### src/cdad_pkg.sv
// ----------------------------------------------------------------------------
// cdad_pkg: shared types and constants for the date-plus-days block
// Field widths, status codes, microcode encoding, the control program and
// the month length lookup.
// ----------------------------------------------------------------------------
`default_nettype none

package cdad_pkg;

    // Field widths
    localparam int YEAR_IN_W = 14;
    localparam int MONTH_W   = 4;
    localparam int DAY_IN_W  = 5;
    localparam int OFF_IN_W  = 17;
    localparam int STATUS_W  = 2;

    // Working widths: year may run past the field and to -1, day spans the offset
    localparam int YEAR_W    = 16;
    localparam int DAY_W     = 18;
    localparam int LEN_W     = 5;

    // Status codes
    localparam logic [STATUS_W-1:0] ST_OK       = 2'd0;
    localparam logic [STATUS_W-1:0] ST_BAD_DATE = 2'd1;
    localparam logic [STATUS_W-1:0] ST_RANGE    = 2'd2;

    // Months
    localparam logic [MONTH_W-1:0] MONTH_JAN = 4'd1;
    localparam logic [MONTH_W-1:0] MONTH_FEB = 4'd2;
    localparam logic [MONTH_W-1:0] MONTH_DEC = 4'd12;

    // Leap rule constants, on the year taken mod 400
    localparam logic [YEAR_IN_W-1:0] CYCLE_400 = 14'd400;
    localparam logic [YEAR_IN_W-1:0] CYCLE_TOP = 14'd399;
    localparam logic [YEAR_IN_W-1:0] CENT_1    = 14'd100;
    localparam logic [YEAR_IN_W-1:0] CENT_2    = 14'd200;
    localparam logic [YEAR_IN_W-1:0] CENT_3    = 14'd300;
    localparam logic [LEN_W-1:0]     FEB_LEAP  = 5'd29;

    localparam logic [LEN_W-1:0] MONTH_LEN_TAB [0:12] = '{
        5'd0, 5'd31, 5'd28, 5'd31, 5'd30, 5'd31, 5'd30,
        5'd31, 5'd31, 5'd30, 5'd31, 5'd30, 5'd31
    };

    // Microcode encoding
    localparam int STEP_W = 4;
    localparam int COND_W = 4;
    localparam int OP_W   = 4;

    typedef logic [STEP_W-1:0] cdad_step_t;
    typedef logic [COND_W-1:0] cdad_cond_code_t;
    typedef logic [OP_W-1:0]   cdad_op_t;

    // Program steps
    localparam cdad_step_t STEP_WAIT  = 4'd0;
    localparam cdad_step_t STEP_MOD   = 4'd1;
    localparam cdad_step_t STEP_CHECK = 4'd2;
    localparam cdad_step_t STEP_DIR   = 4'd3;
    localparam cdad_step_t STEP_FWD   = 4'd4;
    localparam cdad_step_t STEP_BACK  = 4'd5;
    localparam cdad_step_t STEP_BACK2 = 4'd6;
    localparam cdad_step_t STEP_FIN   = 4'd7;
    localparam cdad_step_t STEP_OUT   = 4'd8;
    localparam int         NUM_STEPS  = 9;

    // Condition selects
    localparam cdad_cond_code_t C_IN_VALID  = 4'd0;
    localparam cdad_cond_code_t C_MOD_BIG   = 4'd1;
    localparam cdad_cond_code_t C_DATE_BAD  = 4'd2;
    localparam cdad_cond_code_t C_OFF_NEG   = 4'd3;
    localparam cdad_cond_code_t C_DAY_OVER  = 4'd4;
    localparam cdad_cond_code_t C_DAY_POS   = 4'd5;
    localparam cdad_cond_code_t C_YEAR_NEG  = 4'd6;
    localparam cdad_cond_code_t C_RANGE_BAD = 4'd7;
    localparam cdad_cond_code_t C_OUT_FREE  = 4'd8;

    // Datapath operations
    localparam cdad_op_t OP_NOP          = 4'd0;
    localparam cdad_op_t OP_LOAD         = 4'd1;
    localparam cdad_op_t OP_MOD_SUB      = 4'd2;
    localparam cdad_op_t OP_SET_BAD      = 4'd3;
    localparam cdad_op_t OP_ADD_OFF      = 4'd4;
    localparam cdad_op_t OP_CARRY        = 4'd5;
    localparam cdad_op_t OP_BORROW_MONTH = 4'd6;
    localparam cdad_op_t OP_BORROW_DAY   = 4'd7;
    localparam cdad_op_t OP_SET_RANGE    = 4'd8;
    localparam cdad_op_t OP_EMIT         = 4'd9;

    // One control word: condition, then op and next step for each outcome
    typedef struct packed {
        cdad_cond_code_t cond;
        cdad_op_t        op_hit;
        cdad_step_t      nxt_hit;
        cdad_op_t        op_miss;
        cdad_step_t      nxt_miss;
    } cdad_uword_t;

    // Condition flags from the datapath
    typedef struct packed {
        logic in_valid;
        logic mod_big;
        logic date_bad;
        logic off_neg;
        logic day_over;
        logic day_pos;
        logic year_neg;
        logic range_bad;
        logic out_free;
    } cdad_cond_t;

    // Control from the sequencer
    typedef struct packed {
        cdad_op_t op;
        logic     idle;
    } cdad_ctrl_t;

    // Control program
    localparam cdad_uword_t UCODE [0:NUM_STEPS-1] = '{
        '{C_IN_VALID,  OP_LOAD,      STEP_MOD,  OP_NOP,          STEP_WAIT},
        '{C_MOD_BIG,   OP_MOD_SUB,   STEP_MOD,  OP_NOP,          STEP_CHECK},
        '{C_DATE_BAD,  OP_SET_BAD,   STEP_OUT,  OP_ADD_OFF,      STEP_DIR},
        '{C_OFF_NEG,   OP_NOP,       STEP_BACK, OP_NOP,          STEP_FWD},
        '{C_DAY_OVER,  OP_CARRY,     STEP_FWD,  OP_NOP,          STEP_FIN},
        '{C_DAY_POS,   OP_NOP,       STEP_FIN,  OP_BORROW_MONTH, STEP_BACK2},
        '{C_YEAR_NEG,  OP_NOP,       STEP_FIN,  OP_BORROW_DAY,   STEP_BACK},
        '{C_RANGE_BAD, OP_SET_RANGE, STEP_OUT,  OP_NOP,          STEP_OUT},
        '{C_OUT_FREE,  OP_EMIT,      STEP_WAIT, OP_NOP,          STEP_OUT}
    };

    // Month length; month outside 1..12 gives zero
    function automatic logic [LEN_W-1:0] month_len(input logic [MONTH_W-1:0] month,
                                                  input logic leap);
        logic [LEN_W-1:0] len;
        len = '0;
        if (month == MONTH_FEB && leap)
            len = FEB_LEAP;
        else if (month <= MONTH_DEC)
            len = MONTH_LEN_TAB[month];
        return len;
    endfunction

endpackage

`default_nettype wire

### src/cdad_if.sv
// ----------------------------------------------------------------------------
// cdad_in_if / cdad_out_if: valid-ready channels of the date-plus-days block
// A transaction moves at a rising edge where valid and ready are both high.
// ----------------------------------------------------------------------------
`default_nettype none

interface cdad_in_if;
    import cdad_pkg::*;

    logic                        valid;
    logic                        ready;
    logic [YEAR_IN_W-1:0]        start_year;
    logic [MONTH_W-1:0]          start_month;
    logic [DAY_IN_W-1:0]         start_day;
    logic signed [OFF_IN_W-1:0]  offset_days;

    modport source (output valid, start_year, start_month, start_day, offset_days,
                    input ready);
    modport sink   (input valid, start_year, start_month, start_day, offset_days,
                    output ready);
endinterface

interface cdad_out_if;
    import cdad_pkg::*;

    logic                 valid;
    logic                 ready;
    logic [YEAR_IN_W-1:0] result_year;
    logic [MONTH_W-1:0]   result_month;
    logic [DAY_IN_W-1:0]  result_day;
    logic [STATUS_W-1:0]  status;

    modport source (output valid, result_year, result_month, result_day, status,
                    input ready);
    modport sink   (input valid, result_year, result_month, result_day, status,
                    output ready);
endinterface

`default_nettype wire

### src/cdad_seq.sv
// ----------------------------------------------------------------------------
// cdad_seq: microcode sequencer
// Steps through the control program, picks a condition flag per step and
// issues the datapath operation and the next step for its outcome.
// ----------------------------------------------------------------------------
`default_nettype none

module cdad_seq (
    input  wire logic             clk,
    input  wire logic             rst_n,
    input  wire cdad_pkg::cdad_cond_t cond,
    output cdad_pkg::cdad_ctrl_t  ctrl
);
    import cdad_pkg::*;

    cdad_step_t  step_reg;
    cdad_step_t  step_next;
    cdad_uword_t uword;
    logic        hit;

    // Fetch the control word
    assign uword = UCODE[step_reg];

    // Select the tested condition
    always_comb
    begin
        unique case (uword.cond)
            C_IN_VALID:  hit = cond.in_valid;
            C_MOD_BIG:   hit = cond.mod_big;
            C_DATE_BAD:  hit = cond.date_bad;
            C_OFF_NEG:   hit = cond.off_neg;
            C_DAY_OVER:  hit = cond.day_over;
            C_DAY_POS:   hit = cond.day_pos;
            C_YEAR_NEG:  hit = cond.year_neg;
            C_RANGE_BAD: hit = cond.range_bad;
            C_OUT_FREE:  hit = cond.out_free;
            default:     hit = 1'b0;
        endcase
    end

    // Issue the operation and branch
    always_comb
    begin
        ctrl.op   = hit ? uword.op_hit : uword.op_miss;
        ctrl.idle = (step_reg == STEP_WAIT);
        step_next = hit ? uword.nxt_hit : uword.nxt_miss;
    end

    // Advance the step counter
    always_ff @(posedge clk or negedge rst_n)
    begin
        if (!rst_n)
            step_reg <= STEP_WAIT;
        else
            step_reg <= step_next;
    end

endmodule

`default_nettype wire

### src/calendar_date_add_days.sv
// ----------------------------------------------------------------------------
// calendar_date_add_days: Gregorian date plus a signed number of days
// Checks the starting date and walks the offset month by month under a
// microcoded sequencer; returns the resulting date and a status.
// ----------------------------------------------------------------------------
// One transaction in gives one transaction out: status 0 with the resulting
// date, 1 for an illegal starting date, 2 when the result falls before year 0
// or after YEAR_MAX (date fields zero whenever status is nonzero). The offset
// saturates to +/-MAX_OFFSET. The block handles one item at a time. The time
// a legal item takes is set by the mod-400 reduction of the year and the
// month-step loop of the sequencer, which crosses one month per carry step
// going forward, and one month per pair of borrow steps (month, then day)
// going backward. The emit step also waits while the output register still
// holds an unread result. The finished result sits in an output register, so
// the next item is taken while it waits to be read.
`default_nettype none

module calendar_date_add_days #(
    parameter int YEAR_MAX   = 9999,
    parameter int MAX_OFFSET = 65535
) (
    input  wire logic  clk,
    input  wire logic  rst_n,
    cdad_in_if.sink    req,
    cdad_out_if.source rsp
);
    import cdad_pkg::*;

    localparam int SAT_W = 21;
    localparam logic signed [SAT_W-1:0] OFF_LIM   = SAT_W'(MAX_OFFSET);
    localparam logic signed [YEAR_W+1:0] YEAR_LIM = (YEAR_W+2)'(YEAR_MAX);

    cdad_cond_t cond;
    cdad_ctrl_t ctrl;

    logic signed [YEAR_W-1:0] year_reg,   year_next;
    logic [MONTH_W-1:0]       month_reg,  month_next;
    logic signed [DAY_W-1:0]  day_reg,    day_next;
    logic signed [DAY_W-1:0]  off_reg,    off_next;
    logic [YEAR_IN_W-1:0]     ymod_reg,   ymod_next;
    logic [STATUS_W-1:0]      status_reg, status_next;

    logic                     out_valid_reg;
    logic [YEAR_IN_W-1:0]     res_year_reg;
    logic [MONTH_W-1:0]       res_month_reg;
    logic [DAY_IN_W-1:0]      res_day_reg;
    logic [STATUS_W-1:0]      res_status_reg;

    logic                     leap;
    logic [LEN_W-1:0]         len;
    logic signed [DAY_W-1:0]  len_s;
    logic signed [SAT_W-1:0]  off_wide;
    logic signed [SAT_W-1:0]  off_sat;
    logic [YEAR_IN_W-1:0]     ymod_inc;
    logic [YEAR_IN_W-1:0]     ymod_dec;

    // Sequencer
    cdad_seq u_seq (
        .clk   (clk),
        .rst_n (rst_n),
        .cond  (cond),
        .ctrl  (ctrl)
    );

    // Leap test on the year mod 400, and the current month length
    always_comb
    begin
        leap  = (ymod_reg[1:0] == 2'b00) && (ymod_reg != CENT_1) &&
                (ymod_reg != CENT_2) && (ymod_reg != CENT_3);
        len   = month_len(month_reg, leap);
        len_s = $signed({{(DAY_W-LEN_W){1'b0}}, len});
    end

    // Saturate the incoming offset
    always_comb
    begin
        off_wide = SAT_W'(req.offset_days);
        if (off_wide > OFF_LIM)
            off_sat = OFF_LIM;
        else if (off_wide < -OFF_LIM)
            off_sat = -OFF_LIM;
        else
            off_sat = off_wide;
    end

    // Wrap the mod-400 year counter
    assign ymod_inc = (ymod_reg == CYCLE_TOP) ? '0 : ymod_reg + 1'b1;
    assign ymod_dec = (ymod_reg == '0) ? CYCLE_TOP : ymod_reg - 1'b1;

    // Condition flags
    always_comb
    begin
        cond.in_valid  = req.valid;
        cond.mod_big   = (ymod_reg >= CYCLE_400);
        cond.date_bad  = (month_reg == '0) || (month_reg > MONTH_DEC) ||
                         (day_reg <= 0) || (day_reg > len_s);
        cond.off_neg   = off_reg[DAY_W-1];
        cond.day_over  = (day_reg > len_s);
        cond.day_pos   = (day_reg > 0);
        cond.year_neg  = year_reg[YEAR_W-1];
        cond.range_bad = year_reg[YEAR_W-1] || ((YEAR_W+2)'(year_reg) > YEAR_LIM);
        cond.out_free  = !out_valid_reg || rsp.ready;
    end

    // Datapath operations
    always_comb
    begin
        year_next   = year_reg;
        month_next  = month_reg;
        day_next    = day_reg;
        off_next    = off_reg;
        ymod_next   = ymod_reg;
        status_next = status_reg;
        unique case (ctrl.op)
            OP_LOAD:
            begin
                year_next   = $signed({{(YEAR_W-YEAR_IN_W){1'b0}}, req.start_year});
                month_next  = req.start_month;
                day_next    = $signed({{(DAY_W-DAY_IN_W){1'b0}}, req.start_day});
                off_next    = off_sat[DAY_W-1:0];
                ymod_next   = req.start_year;
                status_next = ST_OK;
            end
            OP_MOD_SUB:
                ymod_next = ymod_reg - CYCLE_400;
            OP_SET_BAD:
                status_next = ST_BAD_DATE;
            OP_ADD_OFF:
                day_next = day_reg + off_reg;
            OP_CARRY:
            begin
                day_next = day_reg - len_s;
                if (month_reg == MONTH_DEC)
                begin
                    month_next = MONTH_JAN;
                    year_next  = year_reg + YEAR_W'(1);
                    ymod_next  = ymod_inc;
                end
                else
                    month_next = month_reg + 1'b1;
            end
            OP_BORROW_MONTH:
            begin
                if (month_reg == MONTH_JAN)
                begin
                    month_next = MONTH_DEC;
                    year_next  = year_reg - YEAR_W'(1);
                    ymod_next  = ymod_dec;
                end
                else
                    month_next = month_reg - 1'b1;
            end
            OP_BORROW_DAY:
                day_next = day_reg + len_s;
            OP_SET_RANGE:
                status_next = ST_RANGE;
            OP_EMIT,
            OP_NOP:
            begin
            end
            default:
            begin
            end
        endcase
    end

    // Hold the working registers
    always_ff @(posedge clk)
    begin
        year_reg   <= year_next;
        month_reg  <= month_next;
        day_reg    <= day_next;
        off_reg    <= off_next;
        ymod_reg   <= ymod_next;
        status_reg <= status_next;
    end

    // Output valid: set on emit, drop when the transaction is taken
    always_ff @(posedge clk or negedge rst_n)
    begin
        if (!rst_n)
            out_valid_reg <= 1'b0;
        else if (ctrl.op == OP_EMIT)
            out_valid_reg <= 1'b1;
        else if (rsp.ready)
            out_valid_reg <= 1'b0;
    end

    // Capture the result, zero date fields on any error
    always_ff @(posedge clk)
    begin
        if (ctrl.op == OP_EMIT)
        begin
            res_status_reg <= status_reg;
            if (status_reg == ST_OK)
            begin
                res_year_reg  <= year_reg[YEAR_IN_W-1:0];
                res_month_reg <= month_reg;
                res_day_reg   <= day_reg[DAY_IN_W-1:0];
            end
            else
            begin
                res_year_reg  <= '0;
                res_month_reg <= '0;
                res_day_reg   <= '0;
            end
        end
    end

    // Ports
    assign req.ready        = ctrl.idle;
    assign rsp.valid        = out_valid_reg;
    assign rsp.result_year  = res_year_reg;
    assign rsp.result_month = res_month_reg;
    assign rsp.result_day   = res_day_reg;
    assign rsp.status       = res_status_reg;

endmodule

`default_nettype wire

### src/flat_wrapper.sv
// flat-port wrapper written by rule: the top's interface ports become plain ports
module calendar_date_add_days_flat import cdad_pkg::*;
#(
    parameter int YEAR_MAX   = 9999,
    parameter int MAX_OFFSET = 65535
)
  (clk, rst_n, req_valid, req_start_year, req_start_month, req_start_day, req_offset_days, req_ready, rsp_valid, rsp_result_year, rsp_result_month, rsp_result_day, rsp_status, rsp_ready);
  cdad_in_if req_i ();
  cdad_out_if rsp_i ();
  input  wire logic clk;
  input  wire logic rst_n;
  input wire logic [$bits(req_i.valid)-1:0] req_valid;
  input wire logic [$bits(req_i.start_year)-1:0] req_start_year;
  input wire logic [$bits(req_i.start_month)-1:0] req_start_month;
  input wire logic [$bits(req_i.start_day)-1:0] req_start_day;
  input wire logic [$bits(req_i.offset_days)-1:0] req_offset_days;
  output wire logic [$bits(req_i.ready)-1:0] req_ready;
  output wire logic [$bits(rsp_i.valid)-1:0] rsp_valid;
  output wire logic [$bits(rsp_i.result_year)-1:0] rsp_result_year;
  output wire logic [$bits(rsp_i.result_month)-1:0] rsp_result_month;
  output wire logic [$bits(rsp_i.result_day)-1:0] rsp_result_day;
  output wire logic [$bits(rsp_i.status)-1:0] rsp_status;
  input wire logic [$bits(rsp_i.ready)-1:0] rsp_ready;
  assign req_i.valid = req_valid;
  assign req_i.start_year = req_start_year;
  assign req_i.start_month = req_start_month;
  assign req_i.start_day = req_start_day;
  assign req_i.offset_days = req_offset_days;
  assign req_ready = req_i.ready;
  assign rsp_valid = rsp_i.valid;
  assign rsp_result_year = rsp_i.result_year;
  assign rsp_result_month = rsp_i.result_month;
  assign rsp_result_day = rsp_i.result_day;
  assign rsp_status = rsp_i.status;
  assign rsp_i.ready = rsp_ready;
  calendar_date_add_days #(.YEAR_MAX(YEAR_MAX), .MAX_OFFSET(MAX_OFFSET)) u_core (.clk(clk), .rst_n(rst_n), .req(req_i), .rsp(rsp_i));
endmodule
### config.mk
export PLATFORM = sky130hd
export DESIGN_NAME = calendar_date_add_days_flat
export DESIGN_NICKNAME = d
export VERILOG_FILES = /design/src/cdad_pkg.sv /design/src/cdad_if.sv /design/src/cdad_seq.sv /design/src/calendar_date_add_days.sv /design/src/flat_wrapper.sv
export SDC_FILE = /design/constraint.sdc
export NUM_CORES = 1
export LEC_CHECK = 0
export CORE_MARGIN = 5
export CORE_UTILIZATION = 57
export DETAILED_ROUTE_END_ITERATION = 8
export DONT_BUFFER_PORTS = 1
export PLACE_DENSITY = 0.72
export SETUP_SLACK_MARGIN = 0.3
export SYNTH_ARGS = -nofsm -noshare
export SYNTH_HDL_FRONTEND = slang
export SYNTH_SLANG_ARGS = --single-unit
### constraint.sdc
create_clock -name clk -period 8.6 [get_ports clk]
set_input_delay 0.43 -clock clk [delete_from_list [all_inputs] [get_ports clk]]
set_output_delay 0.43 -clock clk [all_outputs]
set_load 0.02 [all_outputs]
## Word-level counts from Yosys, hierarchy flattened

Memory sizes are Yosys's and may differ from the RTL's.
Cells that the tools add are included.

| storage, ports and cells | value |
|---|---|
| flip-flop bits (word level) | 102 |
| ROM bits | 400 |
| input port bits | 44 |
| output and inout port bits | 27 |
| logic and storage cells | 113 |
| memories | 2 |

Memories:

| memory | depth | bits a word | read ports | clocked after memory_dff | write ports | RTL line | text |
|---|---|---|---|---|---|---|---|
| (no name shown) | 16 | 20 | 1 | 0 | 0 | cdad_seq.sv:22 | `assign uword = UCODE[step_reg];` |
| (no name shown) | 16 | 5 | 1 | 0 | 0 | cdad_pkg.sv:138 | `len = MONTH_LEN_TAB[month];` |

| operators by class | value |
|---|---|
| add/sub/neg operators | 10 |
| $lt $le $gt $ge | 11 |
| eq/ne operators | 26 |
| multiplexer cells | 25 |
| bitwise logic cells | 2 |
| reductions and logical operators | 24 |

Operator list:

| kind | number |
|---|---|
| $pmux 18 s4 | 1 |
| $mux 14 | 4 |
| $pmux 14 s4 | 1 |
| $pmux 16 s3 | 1 |
| $mux 20 | 2 |
| $eq 4x3->1 const B | 8 |
| $mux 16 | 2 |
| $eq 4x2->1 const B | 5 |
| $mux 5 | 4 |
| $add 18x18->18 | 1 |
| $add 18x6->18 | 1 |
| $gt 18x1->1 const B | 1 |
| $gt 18x6->1 | 1 |
| $le 18x1->1 const B | 1 |
| $mux 18 | 1 |
| $sub 18x6->18 | 1 |
| $gt 17x17->1 const B | 1 |
| $lt 17x17->1 const B | 1 |
| $add 16x2->16 const B | 1 |
| $eq 4x4->1 const B | 4 |
| $gt 16x15->1 const B | 1 |
| $mux 4 | 4 |
| $sub 16x2->16 const B | 1 |
| $add 14x1->14 const B | 1 |
| 30 further kinds | 49 |

## Logic depth before layout (Yosys ltp)

Gate-level depths: netlist of the first run.

| depth | value |
|---|---|
| depth after elaboration | 13 |
| mapped depth | 29 |

## Modules after synthesis

A second synthesis of the first run with hierarchy kept.

| second synthesis, totals | value |
|---|---|
| cell total of the unflattened synthesis | 833 |
| area total of the unflattened synthesis | 7803.7 um2 |

Modules (own cells, without submodules):

| module | times used | cells each | area an instance (um2) |
|---|---|---|---|
| calendar_date_add_days | 1 | 775 | 7275.7 |
| cdad_seq | 1 | 58 | 528.0 |

## Worst setup path before layout of the first run

No wires, ideal clock.

| timing path | value |
|---|---|
| path type | flip-flop to flip-flop |
| from | reg u_core.ymod_reg[9] |
| to | reg u_core.day_reg[17], data pin |
| setup time | 0.261 ns |
| arrival time | 6.327 ns |
| path slack | 2.012 ns |
| cell stages (with the launch flop) | 25 |
| path buffers | 3 |
| path through | edfxtp_1 buf_6 or3_4 nor3_4 nand2_1 nand4_1 o311ai_0 fa_1 a211o_1 a21oi_1 o311ai_1 a22o_2 a211oi_1 buf_2 buf_1 mux2i_1 ha_1 a211oi_1 o21ai_0 a2111oi_0 nor3_1 nor4_1 o22ai_1 and4bb_1 o32a_1 |

| between the ends | value |
|---|---|
| word-level cells in the longest chain between the ends | 12 |

Ends and longest elaborated chain:

| element | RTL line | text |
|---|---|---|
| from (decl) | calendar_date_add_days.sv:40 | `logic [YEAR_IN_W-1:0] ymod_reg, ymod_next;` |
| from (signal assigned) | calendar_date_add_days.sv:174 | `ymod_reg <= ymod_next;` |
| $ne 14x7->1 | calendar_date_add_days.sv:68 | `leap = (ymod_reg[1:0] == 2'b00) && (ymod_reg != CENT_1) &&` |
| $logic_and 1x1->1 (2 in a row) | calendar_date_add_days.sv:68 |  |
| $logic_and 1x1->1 | calendar_date_add_days.sv:69 | `(ymod_reg != CENT_2) && (ymod_reg != CENT_3);` |
| $logic_and 1x1->1 | cdad_pkg.sv:135 | `if (month == MONTH_FEB && leap)` |
| $mux 5 | cdad_pkg.sv:135 |  |
| $gt 18x6->1 | calendar_date_add_days.sv:96, calendar_date_add_days.sv:98 |  |
| $logic_or 1x1->1 | calendar_date_add_days.sv:96 | `(day_reg <= 0) \|\| (day_reg > len_s);` |
| $pmux 1 s9 | cdad_seq.sv:27 | `unique case (uword.cond)` |
| $mux 4 | cdad_seq.sv:44 | `ctrl.op = hit ? uword.op_hit : uword.op_miss;` |
| $eq 4x3->1 / $eq 4x1->1 (equally long branches) | calendar_date_add_days.sv:114 | `unique case (ctrl.op)` |
| $pmux 18 s4 * | calendar_date_add_days.sv:114 |  |
| to (signal assigned) | calendar_date_add_days.sv:172 | `day_reg <= day_next;` |
| to (decl) | calendar_date_add_days.sv:38 | `logic signed [DAY_W-1:0] day_reg, day_next;` |

Every way passes the cells marked *; elsewhere a longest branch is shown, timed or not.
A chain may end at the register's enable or synchronous reset.

## Final worst setup path of the first run

Ends and elaborated chain as after synthesis.

==> parameters.txt, run 1 <==
Parameter                              Value

Synth
  Fraction of synthesis flops using an asynchronous set or reset pin    4.95%
  Synth Instances    818
  Net count after synthesis    920
  Average instance area after synthesis    9.58 sq um
  Cell types with the highest counts after synthesis    edfxtp_1, nand2_1, ha_1, nor2_1, o21ai_0
  Synth Cell Area    0.00783 sq mm
  Seq cells post-synth    101
  Cell type contributing the most total cell area after synthesis    edfxtp_1
  Count leader, synth    edfxtp_1
  Number of warning messages in the yosys log    0
  Top post-synthesis cells by area    edfxtp_1, ha_1, xnor2_1
  Area share of the leading cell type in the synthesized netlist    36.8%
  Post-synthesis sequential area ratio    38.4%
  Count of flip-flops with a built-in enable after synthesis    96
  Post-synthesis cell type count    88
  Most instantiated flip-flop cell in the synthesis netlist    edfxtp_1

Clock tree
  Total CTS buffers    9
  Root Driver    clkbuf_16
  Clock tree from TritonCTS    done
  Largest buffer count on any clock path    2
  Insertion delay of the later-clocked pin in the worst-skew pair    0.36 ns
  Number of levels the H-tree was split into    3
  Number of gates given a new drive strength after cts    0
  Clock-pin slew on the worst setup and hold paths    0.07 ns
  Clock tree sinks    101

Floorplan
  Floorplan die width    127 microns
  Floorplan Core Area    0.0133 sq mm
  Total Die Area    0.0162 sq mm
  Die height    127 microns
  Number of ports placed on the die boundary    71
  Effective utilization at floorplan    58.7%
  Floorplan row count    42

Timing
  Fmax    136 MHz
  Number of setup violations in the final report    0
  Worst Skew    0.0127 ns
  Post-route minimum period    7.34 ns
  Final number of hold-violating endpoints    0
  Final worst path period share    85.3%
  Final total negative setup slack    0 ns
  Final Slew Violations    0
  Setup repair after global routing missed its margin    false
  Transition time at the pin with the least slew margin    1.09 ns
  Max_slew headroom    27.3%

Critical path
  Arrival time at the worst endpoint    7.44 ns
  Worst Setup Path Type    reg2reg
  List of cells traversed by the critical path    or3_4, nor3_4, nand2_1, nand4_1, o311ai_0, fa_1, a211o_1, a21oi_1, o311ai_1, a22o_2, a211oi_2, buf_4, mux2i_1, ha_1, a211oi_1, o21ai_0, a2111oi_0, nor3_1, nor4_1, o22ai_1, and4bb_1, o32a_1
  Depth of the worst register-to-register path    22
  Critical-path cell with the highest stage delay    fa_1
  Startpoint type of the worst setup path    flip-flop
  Req. time, crit path    8.71 ns
  CP Launch Point    u_core.ymod_reg[9]$_DFFE_PP_
  Maximum cell stage delay along the critical path    0.55 ns
  Source of the worst register-to-register timing path    u_core.ymod_reg[9]$_DFFE_PP_
  Highest fanout seen on the critical path    20
  Kind of end point of the critical path    flip-flop

Status
  Status    complete, no violations

Cells and area
  Fraction of layout instances using a drive strength above 1    6.70%
  Area Overhead vs Synth    5.38%
  Max FFs per register    18
  Post-layout nets    903
  Diode count    0
  Post-route core utilization    61.8%
  Fill cells    1101

Worst hold path
  Worst hold-check path type    in2reg
  Worst hold path cell count    1
  Hold Startpoint    req_start_year[5]

Global routing
  Vias in the first global route    6071
  Maximum number of pins on one net before global-route repair    42
  Sum of overflow across all layers after global routing    0
  Wire length of the first global-routing pass    31700 microns
  Antenna violations before repair    0
  Global routing usage summed across all routing layers    24.6%

Route
  Via count    6448
  DR vias/cell    6.57
  Post-Route WL    19900 microns
  Drt wl/cell    20.2 microns
  Residual antenna-violating net count after detailed routing    0
  DRC violations left    0
  DR pass1 iterations    5
  Initial DRC Count    646

Place
  DP Wirelength    14800 microns
  Quantity of I/O buffers inserted on ports    0
  Last weighted congestion value of the routability-driven placer    0.943

Power and ir drop
  Cell area power density    478 mW/mm^2
  Max VDD drop    277 uV
  Static Leak    3.09 nW

Run
  Total of max-cap violations    0
==> area by class of cell <==
cell class / count / area [sq um] / share of cell area, %
repair buffers: 6 / 47.5 / 0.576
multi-input cells: 641 / 4510 / 54.6
flip-flops and latches: 101 / 3010 / 36.4
well taps: 176 / 220 / 2.67
clock inverters: 5 / 82.6 / 1.00
inverters: 42 / 158 / 1.91
clock buffers: 11 / 233 / 2.82
==> critical path, delay by kind of cell (launching register included) <==
kind / cells / cell delay (ns)
AO/OA/AOI/OAI: 11 / 3.36
multiplexers: 1 / 0.34
adder cells (fa/ha/maj): 2 / 0.85
flip-flops: 1 / 0.53
AND/OR/NAND/NOR: 7 / 1.74
buffers and inverters: 1 / 0.26
==> metrics by stage <==
| step | worst slack, ns | hold slack (ns) | cells | power [mW] | area [sq um] |
|---|---|---|---|---|---|
| after global routing | 0.730 | 0.253 | 982 | 4.24 | 8250 |
| after global placement | 1.66 | 0.135 | 965 | 3.37 | 7930 |
| final | 1.26 | 0.262 | 982 | 3.95 | 8250 |
| after floorplan | 2.01 | 0.134 | 818 | 2.94 | 7830 |
| after detailed placement | 1.39 | 0.135 | 965 | 3.44 | 7930 |
| after CTS | 1.36 | 0.246 | 982 | 3.92 | 8250 |
==> path summary, 6_finish.rpt <==
path                                                      endpoint  slack [ns]
min reg2reg                u_core.rsp.result_year[3]$_SDFFCE_PP0P_        0.57
max reg2reg                       u_core.day_reg[17]$_SDFFCE_PP0P_        1.26
min in group asynchronous       u_core.u_seq.step_reg[1]$_DFF_PN0_        0.35
max                               u_core.day_reg[17]$_SDFFCE_PP0P_        1.26
min                                   u_core.ymod_reg[5]$_DFFE_PP_        0.26
max in group asynchronous             u_core.rsp.valid$_DFFE_PN0P_        8.07
==> cell families (layout without fill, tap and decap cells) <==
group                      after synthesis  count (layout)  synth area share [%]
adders and majority gates               58              58                  9.55
AOI/OAI and AO/OA                      223             223                  20.5
DFF                                    101             101                  38.4
xor gates and xnor gates                53              53                  5.93
buffers and inverters                   76              64                  4.23
muxes                                    9               9                  1.18
and+or+nand+nor                        298             298                  20.2
==> cell usage in the layout (no fill, tap or decap), types with 7 or more instances in the layout <==
master and n:
a221o_1 8, a211oi_1 10, o21ai_0 46, o21bai_1 7
mux2i_1 7, edfxtp_1 96, nor3_1 34, nand2_1 59
xnor2_1 30, inv_1 41, nor2b_1 35, ha_1 55
nand2b_1 13, nor2_1 52, a21oi_1 45, and2_1 27
nand3_1 17, xor2_1 23, clkbuf_16 9, o22ai_1 17
nor4_1 13, and3_1 10, a31oi_1 11, o21a_1 9
==> routing by layer <==
| metal | vias up | routed length (microns) | GRT usage, % |
|---|---|---|---|
| met5 | - | 0 | 0 |
| met4 | 0 | 694 | 9.84 |
| met3 | 55 | 1950 | 5.09 |
| met2 | 357 | 8180 | 34.7 |
| met1 | 3012 | 9060 | 37.0 |
| li1 | 3024 | - | - |
==> power breakdown <==
group          leakage, nW  switching, mW  internal [mW]
combinational         1.96           1.35          0.868
clock                0.155          0.189          0.257
sequential           0.975          0.338          0.949
==> what timing repair did <==
| action | in CTS | in global routing |
|---|---|---|
| buffers inserted | 0 | 0 |
| hold buffers | 1 | 0 |
| endpoints found under the hold margin | 5 | 0 |
Power figures use the tool's default switching activity.
==> run 2, diff against run 1 <==
- ABC_AREA: unset -> 1
- TNS_END_PERCENT: unset -> 10
==> run 2 against run 1 <==
Register-to-register slack better by 0.99 ns. Critical endpoint is now u_core.day_reg[14]$_SDFFCE_PP0P_. Count of clock-buffer cells in the layout is 2 lower. Largest cell class unchanged. Cell count grew 21%. Core utilization decreased by 1.4 points. Critical path depth grew 16. Highest routed layer unchanged. Fmax rose by 16%. Synthesized cell count increased by 23%. Sequential power barely moved.
==> parameters.txt, run 2 <==
Parameter                              Value

Critical path
  Worst Setup Path Type    reg2reg (unchanged)
  Count of buffering cells on the critical path with inverters included    4 (was 1)
  Arrival time at the worst endpoint    6.42 ns (was 7.44 ns)
  Critical-path cell with the highest stage delay    edfxtp_1 (was fa_1)
  Highest fanout seen on the critical path    18 (was 20)
  Req. time, crit path    8.67 ns (was 8.71 ns)
  Stages on the worst setup path    38 (was 22)
  Most used cell along the critical path    nand2_1
  Maximum cell stage delay along the critical path    0.50 ns (was 0.55 ns)
  Kind of end point of the critical path    flip-flop (unchanged)
  Depth of the worst register-to-register path    38 (was 22)
  Startpoint type of the worst setup path    flip-flop (unchanged)
  Cell family with the largest share of critical-path delay    simple AND/OR/NAND/NOR gates (was compound AO/OA/AOI/OAI gates)

Synth
  Post-synthesis xor/xnor area fraction    5.22% (was 5.93%)
  Most instantiated flip-flop cell in the synthesis netlist    edfxtp_1 (unchanged)
  Synth Area in Simple Gates    26.8% (was 20.2%)
  Portion of netlist area occupied by mux cells    0% (was 1.18%)
  Fraction of the mapped netlist area in compound gates    11.9% (was 20.5%)
  Count of flip-flops with a built-in enable after synthesis    96 (unchanged)
  Synth Cell Area    0.00789 sq mm (was 0.00783 sq mm)
  Cell types with the highest counts after synthesis    nand2_1, nor2_1, inv_1, edfxtp_1, nand3_1 (was edfxtp_1, nand2_1, ha_1, nor2_1, o21ai_0)
  Post-synthesis sequential area ratio    38.1% (was 38.4%)
  Area share of the leading cell type in the synthesized netlist    36.6% (was 36.8%)
  Top post-synthesis cells by area    edfxtp_1, nand2_1, ha_1 (was edfxtp_1, ha_1, xnor2_1)
  Count leader, synth    nand2_1 (was edfxtp_1)
  Main combinational cell family by area after synthesis    simple AND/OR/NAND/NOR gates (was compound AO/OA/AOI/OAI gates)
  Cell type contributing the most total cell area after synthesis    edfxtp_1 (unchanged)
  Synth Instances    1004 (was 818)
  Number of warning messages in the yosys log    0 (unchanged)
  Fraction of synthesis flops using an asynchronous set or reset pin    4.95% (unchanged)
  Fraction of the mapped netlist area in adder cells    9.49% (was 9.55%)
  Post-synthesis cell type count    49 (was 88)
  Net count after synthesis    1106 (was 920)
  Seq cells post-synth    101 (unchanged)
  Average instance area after synthesis    7.85 sq um (was 9.58 sq um)

Floorplan
  Floorplan die width    128 microns (was 127 microns)
  Floorplan row count    43 (was 42)
  Total Die Area    0.0163 sq mm (was 0.0162 sq mm)
  Effective utilization at floorplan    57.5% (was 58.7%)
  Die height    128 microns (was 127 microns)
  Number of ports placed on the die boundary    71 (unchanged)
  Floorplan Core Area    0.0137 sq mm (was 0.0133 sq mm)

Clock tree
  Insertion delay of the later-clocked pin in the worst-skew pair    0.36 ns (about the same)
  Clock tree from TritonCTS    done (unchanged)
  Number of levels the H-tree was split into    3 (unchanged)
  Clock-pin slew on the worst setup and hold paths    0.07 ns (about the same)
  Clock tree sinks    101 (unchanged)
  Root Driver    clkbuf_16 (unchanged)
  Largest buffer count on any clock path    2 (unchanged)
  Number of gates given a new drive strength after cts    0 (unchanged)
  Total CTS buffers    9 (unchanged)

Cells and area
  Fill cells    1288 (was 1101)
  Fraction of layout instances using a drive strength above 1    7.36% (was 6.70%)
  Top library cells by usage in the layout, fill and taps aside    nand2_1, nor2_1, inv_1, edfxtp_1, nand3_1 (was edfxtp_1, nand2_1, ha_1, nor2_1, o21ai_0)
  Diode count    0 (unchanged)
  Max FFs per register    18 (unchanged)
  Post-layout nets    1103 (was 903)
  Commonest non-fill, non-tap cell in the layout    nand2_1 (was edfxtp_1)
  Area Overhead vs Synth    5.14% (was 5.38%)

Timing
  Number of setup violations in the final report    0 (unchanged)
  Fmax    157 MHz (was 136 MHz)
  Final number of hold-violating endpoints    0 (unchanged)
  Final total negative setup slack    0 ns (unchanged)
  Setup repair after global routing missed its margin    false (unchanged)
  Worst Skew    0.00680 ns (was 0.0127 ns)
  Final worst path period share    73.8% (was 85.3%)
  Max_slew headroom    29.1% (was 27.3%)
  Transition time at the pin with the least slew margin    1.06 ns (was 1.09 ns)
  Final Slew Violations    0 (unchanged)
  Post-route minimum period    6.35 ns (was 7.34 ns)

Place
  DP Wirelength    15100 microns (was 14800 microns)
  Quantity of I/O buffers inserted on ports    0 (unchanged)
  Last weighted congestion value of the routability-driven placer    0.936 (was 0.943)

Worst hold path
  Worst hold-check path type    in2reg (unchanged)
  Worst hold path cell count    1 (unchanged)

Power and ir drop
  Switch share    51.2% (was 47.5%)
  Comb power frac    56.3% (was 56.1%)
  Fraction of power consumed by the clock network    10.4% (was 11.3%)
  Max VDD drop    232 uV (was 277 uV)
  Sequential share of power    33.3% (was 32.6%)
  Cell area power density    460 mW/mm^2 (was 478 mW/mm^2)
  Static Leak    3.72 nW (was 3.09 nW)
  Switching power    1.95 mW (was 1.87 mW)
  Internal    1.86 mW (was 2.07 mW)
  Final total power    3.81 mW (was 3.95 mW)

Global routing
  Antenna violations before repair    0 (unchanged)
  Sum of overflow across all layers after global routing    0 (unchanged)
  Maximum number of pins on one net before global-route repair    32 (was 42)
  Global routing usage summed across all routing layers    24.5% (was 24.6%)
  Wire length of the first global-routing pass    31500 microns (was 31700 microns)
  Vias in the first global route    6284 (was 6071)

Route
  Highest signal layer in the routed design    met4 (unchanged)
  Residual antenna-violating net count after detailed routing    0 (unchanged)
  Via count    6711 (was 6448)
  Initial DRC Count    615 (was 646)
  Detailed-routed wire length on met3    1500 microns (was 1950 microns)
  Post-Route WL    19900 microns (about the same)
  DR vias/cell    5.66 (was 6.57)
  Drt wl/cell    16.8 microns (was 20.2 microns)
  DR pass1 iterations    6 (was 5)
  Sum of met2 wire segment lengths after detailed routing    9500 microns (was 8180 microns)
  DRC violations left    0 (unchanged)
  Met1 routed wirelength after detailed routing    8510 microns (was 9060 microns)

Run
  Total of max-cap violations    0 (unchanged)

Status
  Status    complete, no violations (unchanged)
run 2: changes by cell type after synthesis, moves of 27 or more:
| cell | before | now |
|---|---|---|
| inv_1 | 41 | 138 |
| nor2_1 | 52 | 154 |
| nor2b_1 | 35 | 0 |
| nand3_1 | 17 | 65 |
| nand2_1 | 59 | 189 |
| and2_1 | 27 | 0 |
run 2: worst paths after layout:
check,end,slack [ns],from
max in group asynchronous,u_core.u_seq.step_reg[3]$_DFF_PN0_,8.04,rst_n
min in group asynchronous,u_core.u_seq.step_reg[0]$_DFFE_PN0P_,0.36,rst_n
hold / removal,u_core.rsp.valid$_DFFE_PN0P_,0.18,rsp_ready
hold reg to reg,u_core.rsp.status[1]$_DFFE_PP_,0.45,u_core.status_reg[1]$_SDFFCE_PN0P_
setup reg to reg,u_core.day_reg[14]$_SDFFCE_PP0P_,2.25,u_core.ymod_reg[4]$_DFFE_PP_
setup / recovery,u_core.day_reg[14]$_SDFFCE_PP0P_,2.25,u_core.ymod_reg[4]$_DFFE_PP_
run 2: layout make-up:
class                   count  area (sq um)  area share (%)
multi-input cells         741          4220            50.9
flip-flops and latches    101          3010            36.3
inverters                 146           548            6.61
clock buffers               9           225            2.72
well taps                 180           225            2.72
clock inverters             6          47.5           0.573
repair buffers              2          17.5           0.211
run 2: timing repair:
item,CTS,global route
hold buffers,1,0
setup buffers,0,0
setup endpoints to repair,0,0
hold endpoints to repair,5,0
run 2: metrics by stage:
step / instances / area (sq um) / setup WS, ns / utilization (%) / hold slack [ns]
final: 1185 / 8290 / 2.25 / 60.4 / 0.182
after global routing: 1185 / 8290 / 1.60 / 60.4 / 0.176
after floorplan: 1004 / 7890 / 3.38 / - / 0.134
after global placement: 1169 / 8010 / 2.57 / 58.4 / 0.135
after detailed placement: 1169 / 8010 / 2.32 / 58.4 / 0.135
after CTS: 1185 / 8290 / 2.29 / 60.4 / 0.178
run 2: power by group through the flow:
stage	registers [mW]	clock network, mW	logic (mW)
2_1_floorplan	1.18	0	1.70
3_3_place_gp	1.27	0	2.09
3_5_place_dp	1.28	0	2.11
4_1_cts	1.27	0.400	2.13
5_1_grt	1.30	0.426	2.40
6_report	1.27	0.397	2.15
run 2: metal layers:
metal / track usage [%] / up-vias
met2: 40.8 / 225
li1: - / 3342
met3: 5.39 / 21
met5: 0 / -
met1: 32.3 / 3123
met4: 7.37 / 0
run 2: cells by family after synthesis:
logic type / after synthesis
xor+xnor: 47
simple gates: 481
fa+ha+maj: 58
buf+inv: 162
flops: 101
compound gates: 155
==> run 3, diff against run 2 <==
- PLACE_DENSITY: 0.72 -> 0.75
- clock period: 8.6 -> 5.2 ns (I/O delays scaled with it)
==> run 3 against run 2 <==
The flow now finishes with violations (setup timing). First-iteration DRC count up 25%. Count of clock-buffer cells in the layout unchanged. Critical path depth is 2 lower. Highest routed layer unchanged. Global-route usage is 1.8 points higher. Core utilization grew 8.1 points. Sequential power grew 61%.
==> parameters.txt, run 3 (synthesis results as in run 2) <==
Parameter                              Value

Timing
  Worst Skew    0.0140 ns (was 0.00680 ns)
  Max_slew headroom    45.8% (was 29.1%)
  Fmax    183 MHz (was 157 MHz)
  Post-route minimum period    5.48 ns (was 6.35 ns)
  Number of setup violations in the final report    11 (was 0)
  Setup repair after global routing missed its margin    true (was false)
  Transition time at the pin with the least slew margin    0.806 ns (was 1.06 ns)
  Final number of hold-violating endpoints    0 (unchanged)
  Hold Slack    0.00689 ns (was 0.182 ns)
  Final worst slack    -0.279 ns (was 2.25 ns)
  Final worst path period share    105% (was 73.8%)
  Final total negative setup slack    -1.15 ns (was 0 ns)
  Final Slew Violations    0 (unchanged)

Global routing
  Global routing usage summed across all routing layers    26.4% (was 24.5%)
  Sum of overflow across all layers after global routing    0 (unchanged)
  Wire length of the first global-routing pass    34200 microns (was 31500 microns)
  Antenna violations before repair    0 (unchanged)
  Vias in the first global route    6884 (was 6284)
  Maximum number of pins on one net before global-route repair    26 (was 32)

Critical path
  Slack of the worst reg-to-reg path    -0.28 ns (was 2.25 ns)
  Count of buffering cells on the critical path with inverters included    9 (was 4)
  Worst Setup Path Type    reg2reg (unchanged)
  Kind of end point of the critical path    flip-flop (unchanged)
  Source of the worst register-to-register timing path    u_core.ymod_reg[9]$_DFFE_PP_ (was u_core.ymod_reg[4]$_DFFE_PP_)
  Maximum cell stage delay along the critical path    0.43 ns (was 0.50 ns)
  Terminus of the critical flop-to-flop path    u_core.day_reg[8]$_SDFFCE_PP0P_ (was u_core.day_reg[14]$_SDFFCE_PP0P_)
  Most used cell along the critical path    buf_4 (was nand2_1)
  Stages on the worst setup path    36 (was 38)
  Arrival time at the worst endpoint    5.66 ns (was 6.42 ns)
  Critical-path cell with the highest stage delay    edfxtp_1 (unchanged)
  Req. time, crit path    5.38 ns (was 8.67 ns)
  Highest fanout seen on the critical path    8 (was 18)
  Startpoint type of the worst setup path    flip-flop (unchanged)
  Depth of the worst register-to-register path    36 (was 38)
  Cell family with the largest share of critical-path delay    simple AND/OR/NAND/NOR gates (unchanged)
  CP Launch Point    u_core.ymod_reg[9]$_DFFE_PP_ (was u_core.ymod_reg[4]$_DFFE_PP_)
  Critical Path Sink    u_core.day_reg[8]$_SDFFCE_PP0P_ (was u_core.day_reg[14]$_SDFFCE_PP0P_)

Power and ir drop
  Switching power    3.63 mW (was 1.95 mW)
  Switch share    49.2% (was 51.2%)
  Fraction of power consumed by the clock network    9.3% (was 10.4%)
  Comb power frac    63.1% (was 56.3%)
  Static Leak    4.23 nW (was 3.72 nW)
  Max VDD drop    378 uV (was 232 uV)
  Internal    3.75 mW (was 1.86 mW)
  Sequential share of power    27.6% (was 33.3%)
  Cell area power density    785 mW/mm^2 (was 460 mW/mm^2)

Place
  Quantity of I/O buffers inserted on ports    0 (unchanged)
  Last weighted congestion value of the routability-driven placer    0.943 (was 0.936)
  Worst setup slack before clock tree synthesis    -0.149 ns (was 2.32 ns)
  DP Wirelength    15900 microns (was 15100 microns)

Clock tree
  Clock tree sinks    101 (unchanged)
  Number of levels the H-tree was split into    3 (unchanged)
  Root Driver    clkbuf_16 (unchanged)
  Total CTS buffers    9 (unchanged)
  Clock tree from TritonCTS    done (unchanged)
  Insertion delay of the later-clocked pin in the worst-skew pair    0.36 ns (about the same)
  Clock-pin slew on the worst setup and hold paths    0.08 ns (was 0.07 ns)
  Largest buffer count on any clock path    2 (unchanged)

Run
  Total of max-cap violations    0 (unchanged)

Route
  DR vias/cell    5.67 (was 5.66)
  Via count    7269 (was 6711)
  Post-Route WL    22100 microns (was 19900 microns)
  Initial DRC Count    769 (was 615)
  DRC violations left    0 (unchanged)
  Drt wl/cell    17.3 microns (was 16.8 microns)
  DR pass1 iterations    7 (was 6)
  Residual antenna-violating net count after detailed routing    0 (unchanged)

Cells and area
  Max FFs per register    18 (unchanged)
  Commonest non-fill, non-tap cell in the layout    nand2_1 (unchanged)
  Fraction of layout instances using a drive strength above 1    20.6% (was 7.36%)
  Top library cells by usage in the layout, fill and taps aside    nand2_1, nor2_1, inv_1, edfxtp_1, buf_4 (was nand2_1, nor2_1, inv_1, edfxtp_1, nand3_1)
  Post-route core utilization    68.5% (was 60.4%)
  Diode count    0 (unchanged)
  Post-layout nets    1198 (was 1103)
  Area Overhead vs Synth    19.3% (was 5.14%)

Floorplan
  Effective utilization at floorplan    57.5% (unchanged)
  Floorplan row count    43 (unchanged)
  Total Die Area    0.0163 sq mm (unchanged)
  Number of ports placed on the die boundary    71 (unchanged)
  Die height    128 microns (unchanged)
  Floorplan die width    128 microns (unchanged)
  Floorplan Core Area    0.0137 sq mm (unchanged)

Status
  Violations in the final reports    setup timing
  Status    finished with violations (was complete, no violations)

Worst hold path
  Hold Startpoint    rsp_ready (unchanged)
  Worst hold-check path type    in2reg (unchanged)
run 3: final cells by class:
| cell class | count | area (sq um) |
|---|---|---|
| clock buffer | 9 | 225 |
| clock inverter | 7 | 75.1 |
| fill | 1110 | 4320 |
| inverter | 146 | 553 |
| multi-input combinational | 741 | 4540 |
| sequential | 101 | 3010 |
| tap | 180 | 225 |
| timing repair buffer | 97 | 782 |
run 3: worst min path at each step:
| stage | slack, ns | to | depth (start not counted) |
|---|---|---|---|
| detailed placement | -0.04 | u_core.u_seq.step_reg[1]$_DFF_PN0_ | 0 |
| CTS | 0.003 | u_core.rsp.valid$_DFFE_PN0P_ | 1 |
| floorplan | -0.04 | u_core.rsp.valid$_DFFE_PN0P_ | 0 |
| global placement | -0.04 | u_core.u_seq.step_reg[0]$_DFFE_PN0P_ | 0 |
| finish | 0.007 | u_core.rsp.valid$_DFFE_PN0P_ | 1 |
| global route | 0.009 | u_core.rsp.valid$_DFFE_PN0P_ | 1 |
run 3: per-layer routing:
layer  up-vias  part of all wire, %  global-route usage [%]
met3        58                  8.7                    5.48
met1      3338                   41                    34.3
met2       339                   48                    44.4
met4         0                  3.0                    8.05
met5         -                    0                       0
li1       3534                    -                       -
run 3: metrics by stage:
stage,cells,area [sq um],power [mW]
6_report,1281,9400,7.38
5_1_grt,1281,9400,7.92
4_1_cts,1270,9140,6.93
3_5_place_dp,1235,8560,6.05
3_3_place_gp,1235,8560,6.00
2_1_floorplan,1004,7930,4.80
run 3: power by group through the flow:
stage	logic (mW)	registers (mW)	clock network, mW
2_1_floorplan	2.84	1.96	0
4_1_cts	4.22	2.02	0.691
3_3_place_gp	3.98	2.02	0
5_1_grt	5.11	2.08	0.735
3_5_place_dp	4.02	2.03	0
6_report	4.65	2.04	0.686
run 3: timing repair:
item                                    CTS  global route
endpoints found under the hold margin     5             0
pin swaps                                20            31
gates resized for setup                  31            39
hold buffers                              1             0
setup buffers                            17            11
endpoints found under the setup margin   20            29
gates cloned                              1             0
